File: config.mk
export PLATFORM = sky130hd
export DESIGN_NAME = integer_multiply_accumulate_long_flat
export DESIGN_NICKNAME = d
export VERILOG_FILES = /design/src/rtl/imac_pkg.sv /design/src/rtl/imac_in_if.sv /design/src/rtl/imac_out_if.sv /design/src/rtl/imac_cell.sv /design/src/rtl/integer_multiply_accumulate_long.sv /design/src/flat_wrapper.sv
export SDC_FILE = /design/constraint.sdc
export NUM_CORES = 2
export LEC_CHECK = 0
export BUFFER_PORTS_ARGS = -buffer_cell sky130_fd_sc_hd__buf_2
export CAP_MARGIN = 20
export CORE_ASPECT_RATIO = 1.2
export CORE_MARGIN = 1.5
export CORE_UTILIZATION = 45
export CTS_CLUSTER_DIAMETER = 120
export DETAILED_ROUTE_END_ITERATION = 10
export HOLD_SLACK_MARGIN = 0.06
export PLACE_DENSITY = 0.63
export RECOVER_POWER = 50
export SLEW_MARGIN = 10
export SYNTH_ARGS = -nofsm -noshare
export SYNTH_HDL_FRONTEND = slang
export SYNTH_SLANG_ARGS = --single-unit
export TNS_END_PERCENT = 100
File: constraint.sdc
create_clock -name clk -period 14.35 [get_ports clk]
set_input_delay 1.435 -clock clk [delete_from_list [all_inputs] [get_ports clk]]
set_output_delay 1.435 -clock clk [all_outputs]
set_load 0.05 [all_outputs]
File: src/rtl/imac_pkg.sv
// Shared types and constants for the multiply-accumulate-long execute unit.
package imac_pkg;

  localparam int WORD_W    = 32;
  localparam int ACC_W     = 2 * WORD_W;
  localparam int OPCODE_W  = 3;
  localparam int FW_W      = 2;
  localparam int DIGIT_W   = 8;
  localparam int NUM_CELLS = WORD_W / DIGIT_W;

  localparam int CARRY_POS    = 2;
  localparam int OVERFLOW_POS = 10;

  typedef enum logic [OPCODE_W-1:0] {
    OP_MUL   = 3'd0,
    OP_MLA   = 3'd1,
    OP_UMULL = 3'd2,
    OP_UMLAL = 3'd3,
    OP_SMULL = 3'd4,
    OP_SMLAL = 3'd5
  } opcode_t;

  localparam logic [FW_W-1:0] FW_NONE = 2'd0;
  localparam logic [FW_W-1:0] FW_ZNC  = 2'd1;
  localparam logic [FW_W-1:0] FW_ALL  = 2'd2;

  typedef struct packed {
    logic legal;
    logic long_form;
    logic set_flags;
  } ctrl_t;

  typedef struct packed {
    ctrl_t              ctrl;
    logic [ACC_W-1:0]   mcand;
    logic [WORD_W-1:0]  mplier;
    logic [ACC_W-1:0]   acc;
  } stage_t;

endpackage

File: src/rtl/imac_in_if.sv
// Input channel: operation, flag request, factors and addend.
interface imac_in_if;
  logic                           valid;
  logic                           ready;
  logic [imac_pkg::OPCODE_W-1:0]  opcode;
  logic                           set_flags;
  logic [imac_pkg::WORD_W-1:0]    factor_m;
  logic [imac_pkg::WORD_W-1:0]    factor_s;
  logic [imac_pkg::WORD_W-1:0]    addend_lo;
  logic [imac_pkg::WORD_W-1:0]    addend_hi;

  modport source (output valid, opcode, set_flags, factor_m, factor_s, addend_lo, addend_hi,
                  input ready);
  modport sink   (input valid, opcode, set_flags, factor_m, factor_s, addend_lo, addend_hi,
                  output ready);
endinterface

File: src/rtl/imac_out_if.sv
// Result channel: result words and condition flags.
interface imac_out_if;
  logic                         valid;
  logic                         ready;
  logic [imac_pkg::WORD_W-1:0]  result_lo;
  logic [imac_pkg::WORD_W-1:0]  result_hi;
  logic                         flag_zero;
  logic                         flag_negative;
  logic                         flag_carry;
  logic                         flag_overflow;
  logic [imac_pkg::FW_W-1:0]    flags_written;

  modport source (output valid, result_lo, result_hi, flag_zero, flag_negative, flag_carry,
                  flag_overflow, flags_written, input ready);
  modport sink   (input valid, result_lo, result_hi, flag_zero, flag_negative, flag_carry,
                  flag_overflow, flags_written, output ready);
endinterface

File: src/rtl/imac_cell.sv
// Multiplier cell: adds one multiplier digit's partial product, passes operands on.
module imac_cell (
  input  logic             clk,
  input  logic             rst_n,
  input  logic             valid_i,
  output logic             ready_o,
  input  imac_pkg::stage_t data_i,
  output logic             valid_o,
  input  logic             ready_i,
  output imac_pkg::stage_t data_o
);

  logic                           valid_r, valid_nxt;
  imac_pkg::stage_t               data_r, data_nxt;
  logic [imac_pkg::DIGIT_W-1:0]   digit;
  logic [imac_pkg::ACC_W-1:0]     partial;

  assign ready_o = !valid_r || ready_i;

  always_comb begin
    digit           = data_i.mplier[imac_pkg::DIGIT_W-1:0];
    partial         = data_i.mcand * {{(imac_pkg::ACC_W-imac_pkg::DIGIT_W){1'b0}}, digit};
    data_nxt.ctrl   = data_i.ctrl;
    data_nxt.mcand  = data_i.mcand << imac_pkg::DIGIT_W;
    data_nxt.mplier = data_i.mplier >> imac_pkg::DIGIT_W;
    data_nxt.acc    = data_i.acc + partial;
    valid_nxt       = ready_o ? valid_i : valid_r;
  end

  always_ff @(posedge clk) begin
    if (!rst_n) begin
      valid_r <= 1'b0;
    end else begin
      valid_r <= valid_nxt;
    end
  end

  always_ff @(posedge clk) begin
    if (ready_o && valid_i) begin
      data_r <= data_nxt;
    end
  end

  assign valid_o = valid_r;
  assign data_o  = data_r;

endmodule

File: src/rtl/integer_multiply_accumulate_long.sv
// Top level of the multiply-accumulate-long execute unit.
//
//   channel | dir | handshake     | beat
//   in_ch   | in  | valid / ready | opcode, set_flags, factor_m, factor_s, addend_lo/hi
//   out_ch  | out | valid / ready | result_lo/hi, flag_zero/negative/carry/overflow,
//           |     |               | flags_written
//
// One beat per cycle while out_ch is not stalled; stages are a decode stage, four 8-bit multiplier
// cells and the flag/output register.
// Each stage holds its beat while the next is full and stalled; empty stages fill.
// Reset (rst_n low, synchronous) empties every stage; no other state.
module integer_multiply_accumulate_long (
  input  logic        clk,
  input  logic        rst_n,
  imac_in_if.sink     in_ch,
  imac_out_if.source  out_ch
);

  localparam int W = imac_pkg::WORD_W;

  logic             valid_c [imac_pkg::NUM_CELLS+1];
  logic             ready_c [imac_pkg::NUM_CELLS+1];
  imac_pkg::stage_t data_c  [imac_pkg::NUM_CELLS+1];

  // entry stage
  logic             entry_valid_r, entry_valid_nxt;
  imac_pkg::stage_t entry_r, entry_nxt;
  logic             entry_ready;
  logic             acc_en, is_signed;
  logic [W-1:0]     alo_eff, ahi_eff, corr_m, corr_s;

  always_comb begin
    entry_nxt.ctrl.legal     = 1'b1;
    entry_nxt.ctrl.long_form = 1'b1;
    entry_nxt.ctrl.set_flags = in_ch.set_flags;
    acc_en                   = 1'b0;
    is_signed                = 1'b0;
    unique case (imac_pkg::opcode_t'(in_ch.opcode))
      imac_pkg::OP_MUL: begin
        entry_nxt.ctrl.long_form = 1'b0;
      end
      imac_pkg::OP_MLA: begin
        entry_nxt.ctrl.long_form = 1'b0;
        acc_en                   = 1'b1;
      end
      imac_pkg::OP_UMULL: begin
      end
      imac_pkg::OP_UMLAL: begin
        acc_en = 1'b1;
      end
      imac_pkg::OP_SMULL: begin
        is_signed = 1'b1;
      end
      imac_pkg::OP_SMLAL: begin
        is_signed = 1'b1;
        acc_en    = 1'b1;
      end
      default: begin
        entry_nxt.ctrl.legal = 1'b0;
      end
    endcase
    alo_eff = acc_en ? in_ch.addend_lo : '0;
    ahi_eff = (acc_en && entry_nxt.ctrl.long_form) ? in_ch.addend_hi : '0;
    // two's complement fixup of the unsigned product, folded into the start value
    corr_m  = (is_signed && in_ch.factor_m[W-1]) ? in_ch.factor_s : '0;
    corr_s  = (is_signed && in_ch.factor_s[W-1]) ? in_ch.factor_m : '0;
    entry_nxt.mcand  = {{W{1'b0}}, in_ch.factor_m};
    entry_nxt.mplier = in_ch.factor_s;
    entry_nxt.acc    = {ahi_eff - corr_m - corr_s, alo_eff};
    entry_valid_nxt  = entry_ready ? in_ch.valid : entry_valid_r;
  end

  assign entry_ready = !entry_valid_r || ready_c[0];
  assign in_ch.ready = entry_ready;

  always_ff @(posedge clk) begin
    if (!rst_n) begin
      entry_valid_r <= 1'b0;
    end else begin
      entry_valid_r <= entry_valid_nxt;
    end
  end

  always_ff @(posedge clk) begin
    if (entry_ready && in_ch.valid) begin
      entry_r <= entry_nxt;
    end
  end

  assign valid_c[0] = entry_valid_r;
  assign data_c[0]  = entry_r;

  for (genvar i = 0; i < imac_pkg::NUM_CELLS; i++) begin : g_cell
    imac_cell u_cell (
      .clk     (clk),
      .rst_n   (rst_n),
      .valid_i (valid_c[i]),
      .ready_o (ready_c[i]),
      .data_i  (data_c[i]),
      .valid_o (valid_c[i+1]),
      .ready_i (ready_c[i+1]),
      .data_o  (data_c[i+1])
    );
  end

  // output stage
  logic                       out_valid_r, out_valid_nxt;
  logic [W-1:0]               lo_r, lo_nxt, hi_r, hi_nxt;
  logic                       z_r, z_nxt, n_r, n_nxt, c_r, c_nxt, v_r, v_nxt;
  logic [imac_pkg::FW_W-1:0]  fw_r, fw_nxt;
  imac_pkg::stage_t           last;

  assign last                             = data_c[imac_pkg::NUM_CELLS];
  assign ready_c[imac_pkg::NUM_CELLS]     = !out_valid_r || out_ch.ready;

  always_comb begin
    lo_nxt = '0;
    hi_nxt = '0;
    z_nxt  = 1'b0;
    n_nxt  = 1'b0;
    c_nxt  = 1'b0;
    v_nxt  = 1'b0;
    fw_nxt = imac_pkg::FW_NONE;
    priority if (!last.ctrl.legal) begin
    end else if (last.ctrl.long_form) begin
      lo_nxt = last.acc[W-1:0];
      hi_nxt = last.acc[imac_pkg::ACC_W-1:W];
      if (last.ctrl.set_flags) begin
        z_nxt  = (last.acc == '0);
        n_nxt  = last.acc[imac_pkg::ACC_W-1];
        c_nxt  = last.acc[imac_pkg::CARRY_POS];
        v_nxt  = last.acc[imac_pkg::OVERFLOW_POS];
        fw_nxt = imac_pkg::FW_ALL;
      end
    end else begin
      lo_nxt = last.acc[W-1:0];
      if (last.ctrl.set_flags) begin
        z_nxt  = (last.acc[W-1:0] == '0);
        n_nxt  = last.acc[W-1];
        c_nxt  = last.acc[imac_pkg::CARRY_POS];
        fw_nxt = imac_pkg::FW_ZNC;
      end
    end
    out_valid_nxt = ready_c[imac_pkg::NUM_CELLS] ? valid_c[imac_pkg::NUM_CELLS] : out_valid_r;
  end

  always_ff @(posedge clk) begin
    if (!rst_n) begin
      out_valid_r <= 1'b0;
    end else begin
      out_valid_r <= out_valid_nxt;
    end
  end

  always_ff @(posedge clk) begin
    if (ready_c[imac_pkg::NUM_CELLS] && valid_c[imac_pkg::NUM_CELLS]) begin
      lo_r <= lo_nxt;
      hi_r <= hi_nxt;
      z_r  <= z_nxt;
      n_r  <= n_nxt;
      c_r  <= c_nxt;
      v_r  <= v_nxt;
      fw_r <= fw_nxt;
    end
  end

  assign out_ch.valid         = out_valid_r;
  assign out_ch.result_lo     = lo_r;
  assign out_ch.result_hi     = hi_r;
  assign out_ch.flag_zero     = z_r;
  assign out_ch.flag_negative = n_r;
  assign out_ch.flag_carry    = c_r;
  assign out_ch.flag_overflow = v_r;
  assign out_ch.flags_written = fw_r;

endmodule

File: src/flat_wrapper.sv
// flat-port wrapper written by rule: the top's interface ports become plain ports
module integer_multiply_accumulate_long_flat 
  (clk, rst_n, in_ch_valid, in_ch_opcode, in_ch_set_flags, in_ch_factor_m, in_ch_factor_s, in_ch_addend_lo, in_ch_addend_hi, in_ch_ready, out_ch_valid, out_ch_result_lo, out_ch_result_hi, out_ch_flag_zero, out_ch_flag_negative, out_ch_flag_carry, out_ch_flag_overflow, out_ch_flags_written, out_ch_ready);
  imac_in_if in_ch_i ();
  imac_out_if out_ch_i ();
  input  logic clk;
  input  logic rst_n;
  input wire logic [$bits(in_ch_i.valid)-1:0] in_ch_valid;
  input wire logic [$bits(in_ch_i.opcode)-1:0] in_ch_opcode;
  input wire logic [$bits(in_ch_i.set_flags)-1:0] in_ch_set_flags;
  input wire logic [$bits(in_ch_i.factor_m)-1:0] in_ch_factor_m;
  input wire logic [$bits(in_ch_i.factor_s)-1:0] in_ch_factor_s;
  input wire logic [$bits(in_ch_i.addend_lo)-1:0] in_ch_addend_lo;
  input wire logic [$bits(in_ch_i.addend_hi)-1:0] in_ch_addend_hi;
  output wire logic [$bits(in_ch_i.ready)-1:0] in_ch_ready;
  output wire logic [$bits(out_ch_i.valid)-1:0] out_ch_valid;
  output wire logic [$bits(out_ch_i.result_lo)-1:0] out_ch_result_lo;
  output wire logic [$bits(out_ch_i.result_hi)-1:0] out_ch_result_hi;
  output wire logic [$bits(out_ch_i.flag_zero)-1:0] out_ch_flag_zero;
  output wire logic [$bits(out_ch_i.flag_negative)-1:0] out_ch_flag_negative;
  output wire logic [$bits(out_ch_i.flag_carry)-1:0] out_ch_flag_carry;
  output wire logic [$bits(out_ch_i.flag_overflow)-1:0] out_ch_flag_overflow;
  output wire logic [$bits(out_ch_i.flags_written)-1:0] out_ch_flags_written;
  input wire logic [$bits(out_ch_i.ready)-1:0] out_ch_ready;
  assign in_ch_i.valid = in_ch_valid;
  assign in_ch_i.opcode = in_ch_opcode;
  assign in_ch_i.set_flags = in_ch_set_flags;
  assign in_ch_i.factor_m = in_ch_factor_m;
  assign in_ch_i.factor_s = in_ch_factor_s;
  assign in_ch_i.addend_lo = in_ch_addend_lo;
  assign in_ch_i.addend_hi = in_ch_addend_hi;
  assign in_ch_ready = in_ch_i.ready;
  assign out_ch_valid = out_ch_i.valid;
  assign out_ch_result_lo = out_ch_i.result_lo;
  assign out_ch_result_hi = out_ch_i.result_hi;
  assign out_ch_flag_zero = out_ch_i.flag_zero;
  assign out_ch_flag_negative = out_ch_i.flag_negative;
  assign out_ch_flag_carry = out_ch_i.flag_carry;
  assign out_ch_flag_overflow = out_ch_i.flag_overflow;
  assign out_ch_flags_written = out_ch_i.flags_written;
  assign out_ch_i.ready = out_ch_ready;
  integer_multiply_accumulate_long u_core (.clk(clk), .rst_n(rst_n), .in_ch(in_ch_i), .out_ch(out_ch_i));
endmodule
==> flow_results.xml <==
<?xml version="1.0" encoding="UTF-8"?>
<metrics>
  <group name="route">
    <metric name="drt-total-wl" unit="um">147000</metric>
    <metric name="post_drt_wl_per_cell" unit="um">18.5</metric>
    <metric name="firstDrtPassIters" unit="">5</metric>
    <metric name="route.antenna.remaining_nets" unit="">0</metric>
    <metric name="drtIter0Drc" unit="">2149</metric>
    <metric name="via_density_per_instance" unit="">5.29</metric>
    <metric name="drc" unit="">0</metric>
    <metric name="route.vias.total" unit="">41900</metric>
  </group>
  <group name="clock_tree">
    <metric name="cts-hold-fix-buffers" unit="">0</metric>
    <metric name="cts.reportedPaths.clkPinSlew" unit="ns">0.06</metric>
    <metric name="cts_root_buffer" unit="">clkbuf_16</metric>
    <metric name="clkSinkCount" unit="">619</metric>
    <metric name="cts.repair_timing.setup_buffer_count" unit="">0</metric>
    <metric name="total_clock_buffers_created_by_cts" unit="">71</metric>
    <metric name="clock_latency" unit="ns">0.68</metric>
    <metric name="clock_tree.htree_level_count" unit="">3</metric>
    <metric name="cts-root-to-sink-buffers" unit="">3</metric>
    <metric name="clock_tree_from_tritoncts" unit="">yes</metric>
    <metric name="post_cts_resized" unit="">0</metric>
  </group>
  <group name="place">
    <metric name="place.port_buffers" unit="">207</metric>
    <metric name="hpwlAfterDp" unit="um">118000</metric>
    <metric name="gp_congestion" unit="">0.893</metric>
    <metric name="dpl_worst_slack" unit="ns">5.42</metric>
  </group>
  <group name="die">
    <metric name="fp.dieH" unit="um">409</metric>
    <metric name="core" unit="mm^2">0.136</metric>
    <metric name="design.die.area" unit="mm^2">0.139</metric>
    <metric name="io_pins" unit="">208</metric>
    <metric name="die_width" unit="um">341</metric>
    <metric name="initial_utilization" unit="">0.454</metric>
    <metric name="rows" unit="">148</metric>
  </group>
  <group name="run_status">
    <metric name="status" unit="">complete, but fails checks</metric>
    <metric name="failed_checks" unit="">max-capacitance violations, max-slew violations</metric>
  </group>
  <group name="critical_path">
    <metric name="critPathMaxStageDelay" unit="ns">1.26</metric>
    <metric name="cp-end-kind" unit="">flip-flop</metric>
    <metric name="crit_fanout" unit="">32</metric>
    <metric name="critical_path_start_end_classification" unit="">flip-flop to flip-flop</metric>
    <metric name="startpoint_type" unit="">flip-flop</metric>
    <metric name="worst_path_most_repeated_cell" unit="">nand2_1</metric>
    <metric name="cp.required" unit="ns">14.80</metric>
    <metric name="crit_path_top_delay_cell" unit="">clkbuf_1</metric>
    <metric name="cp.arrival" unit="ns">9.83</metric>
  </group>
  <group name="yosys">
    <metric name="synth_seq_cells" unit="">619</metric>
    <metric name="post_synth_inst_count" unit="">5925</metric>
    <metric name="synthesis.yosys.warnings" unit="">0</metric>
    <metric name="ys_dominant_reg_cell" unit="">edfxtp_1</metric>
    <metric name="synth_area_per_cell" unit="um^2">10.4</metric>
    <metric name="synth_cell_type_count" unit="">79</metric>
    <metric name="synth_area" unit="mm^2">0.0617</metric>
    <metric name="number_of_enable_flip_flop_cells_after_synthesis" unit="">613</metric>
    <metric name="largest_cells_by_area_after_synthesis" unit="">edfxtp_1 30%, fa_1 26%, ha_1 8.3%</metric>
    <metric name="synthArstFlopShare" unit="">0</metric>
    <metric name="synth_area_leader_cell" unit="">edfxtp_1</metric>
    <metric name="synth.top_cell.area_share" unit="">0.298</metric>
    <metric name="synth_sequential_area_ratio" unit="">0.300</metric>
    <metric name="synthesis.nets" unit="">7261</metric>
  </group>
  <group name="power">
    <metric name="peakVddDrop" unit="uV">113</metric>
    <metric name="seqPwrFrac" unit="">0.270</metric>
    <metric name="net_switching" unit="uW">4110</metric>
    <metric name="power_per_cell_area" unit="mW/mm^2">147</metric>
    <metric name="p_leak" unit="uW">0.0295</metric>
    <metric name="comb_pwr_share" unit="">0.544</metric>
    <metric name="part_of_the_power_in_the_clock_network" unit="">0.185</metric>
    <metric name="power_switching_share" unit="">0.418</metric>
    <metric name="power_report.internal_total" unit="uW">5710</metric>
  </group>
  <group name="finish">
    <metric name="final_layout_size_suffix_gt1_frac" unit="">0.0441</metric>
    <metric name="layout.cells.most_common" unit="">inv_1</metric>
    <metric name="insertedDiodeCount" unit="">0</metric>
    <metric name="area_growth_syn_to_layout" unit="%">8.35</metric>
    <metric name="finalNetCount" unit="">7404</metric>
    <metric name="fillers" unit="">12700</metric>
    <metric name="layout_common_cells" unit="">826 x inv_1, 792 x fa_1, 699 x and2_1</metric>
    <metric name="multiInputGateArea" unit="mm^2">0.0395</metric>
    <metric name="seq_area" unit="mm^2">0.0185</metric>
  </group>
  <group name="sta">
    <metric name="worstMarginPinSlew" unit="ns">3.60</metric>
    <metric name="postLayoutSetupSlackWorst" unit="ns">4.97</metric>
    <metric name="setup_tns" unit="ns">0</metric>
    <metric name="slew_headroom" unit="">-1.40</metric>
    <metric name="max_freq" unit="MHz">107</metric>
    <metric name="timing.final.crit_period" unit="ns">9.38</metric>
    <metric name="setup_viol_count_final" unit="">0</metric>
    <metric name="setup_repair_after_global_routing_missed_its_margin" unit="">false</metric>
    <metric name="timing_hold_violations_final" unit="">0</metric>
    <metric name="fin_worst_skew" unit="ns">0.0290</metric>
    <metric name="fin_crit_sh" unit="">0.654</metric>
    <metric name="report.final.slew_viol_count" unit="">466</metric>
  </group>
  <group name="global_route">
    <metric name="vias_in_the_first_global_route" unit="">43600</metric>
    <metric name="global_route_wire_length_before_repair" unit="um">233000</metric>
    <metric name="met3_track_usage_gr" unit="">0.0239</metric>
    <metric name="number_of_antenna_violations_at_the_first_check_in_global_routing" unit="">0</metric>
    <metric name="globalRouteMet1Util" unit="">0.274</metric>
    <metric name="groute.usage.overall" unit="">0.211</metric>
    <metric name="global_route_met2_utilization" unit="">0.365</metric>
    <metric name="globalRouteOverflowTotal" unit="">0</metric>
    <metric name="pin_count_of_the_biggest_net_entering_global_routing" unit="">73</metric>
    <metric name="busiest_layer" unit="">met2</metric>
  </group>
  <group name="job">
    <metric name="max_cap_violations" unit="">10</metric>
  </group>
  <group name="hold_path">
    <metric name="hp-class" unit="">flip-flop to flip-flop</metric>
  </group>
</metrics>
-- state kept, by name (all words and copies together) (netlist names) --
signal and count:
u_core.data_c 131, u_core.entry_valid_r 1, u_core.g_cell.u_cell.data_o 412, u_core.g_cell.u_cell.valid_o 4, u_core.out_ch.flag_carry 1, u_core.out_ch.flag_negative 1, u_core.out_ch.flag_overflow 1, u_core.out_ch.flag_zero 1
u_core.out_ch.flags_written 2, u_core.out_ch.result_hi 32, u_core.out_ch.result_lo 32, u_core.out_ch.valid 1
-- area by class of cell --
| class | instances | area share |
|---|---|---|
| sequential | 619 | 0.277 |
| clock inverter | 44 | 0.00741 |
| multi-input combinational | 4305 | 0.590 |
| timing repair buffer | 245 | 0.0175 |
| clock buffer | 84 | 0.0276 |
| tap | 1800 | 0.0337 |
| inverter | 826 | 0.0464 |
-- worst max-delay path: cells and delay by family (launching register included) --
kind,cells,cell delay (ns)
flops,1,0.33
fa+ha+maj,5,2.17
simple gates,7,1.14
xor+xnor,2,0.52
buf+inv,4,1.41
compound gates,9,3.56
-- kinds of logic (layout without fill, tap and decap cells) --
family,count (synthesis),in the layout,synth area share
AOI/OAI and AO/OA,864,864,0.0919
muxes,3,3,0.000486
and+or+nand+nor,1928,1928,0.163
adders and majority gates,1200,1200,0.340
DFF,619,619,0.300
xor gates and xnor gates,310,310,0.0440
buffers and inverters,1001,1199,0.0609
-- power by group through the flow --
stage / Combinational [uW] / Sequential, uW / Clock [uW]
floorplan: 4070 / 2590 / 0
global placement: 5220 / 2680 / 0
detailed placement: 5290 / 2690 / 0
CTS: 5320 / 2650 / 1880
global route: 6000 / 2670 / 1940
finish: 5340 / 2650 / 1820
-- synthesized netlist by cell type (all sizes together), types with 8 or more instances --
cell type    n
inv        826
fa         792
and2       728
edfxtp     613
nand2      596
ha         408
a21oi      263
xnor2      197
nor2       177
clkbuf     169
a21o       162
o21ai      138
and3       132
xor2       113
nand3       77
o21bai      50
nand4       47
a211oi      35
a31oi       35
nor2b       33
nor3        30
o21a        28
nand2b      25
nor4        25
o211ai      18
o31ai       17
a21boi      13
or3         13
or2         11
a41oi       10
and4        10
o221ai      10
a221oi       8
nand3b       8
o31a         8
-- metal layers --
metal,up-vias,part of all wire
li1,19900,-
met1,20800,0.44
met2,984,0.49
met3,232,0.042
met4,0,0.031
met5,-,0
-- worst paths after layout --
path,start,to,slack [ns],depth (start not counted)
worst max-delay path,u_core.g_cell[1].u_cell.data_o[64]$_DFFE_PP_,u_core.g_cell[2].u_cell.data_o[59]$_DFFE_PP_,4.97,27
worst min-delay path,u_core.g_cell[2].u_cell.data_o[162]$_DFFE_PP_,u_core.g_cell[3].u_cell.data_o[162]$_DFFE_PP_,0.41,0
worst max register to register,u_core.g_cell[1].u_cell.data_o[64]$_DFFE_PP_,u_core.g_cell[2].u_cell.data_o[59]$_DFFE_PP_,4.97,27
worst min register to register,u_core.g_cell[2].u_cell.data_o[162]$_DFFE_PP_,u_core.g_cell[3].u_cell.data_o[162]$_DFFE_PP_,0.41,0
-- per-stage QoR --
step / hold WS, ns / utilization / cell area, um^2 / cells / power, uW
4_1_cts: 0.417 / 0.493 / 67000 / 7922 / 9850
5_1_grt: 0.420 / 0.492 / 66900 / 7923 / 10600
3_3_place_gp: 0.402 / 0.476 / 64700 / 7794 / 7900
6_report: 0.413 / 0.492 / 66900 / 7923 / 9810
3_5_place_dp: 0.405 / 0.476 / 64700 / 7794 / 7970
2_1_floorplan: 0.400 / - / 61700 / 5925 / 6670
Note: power is estimated with default switching activity, not from simulation.
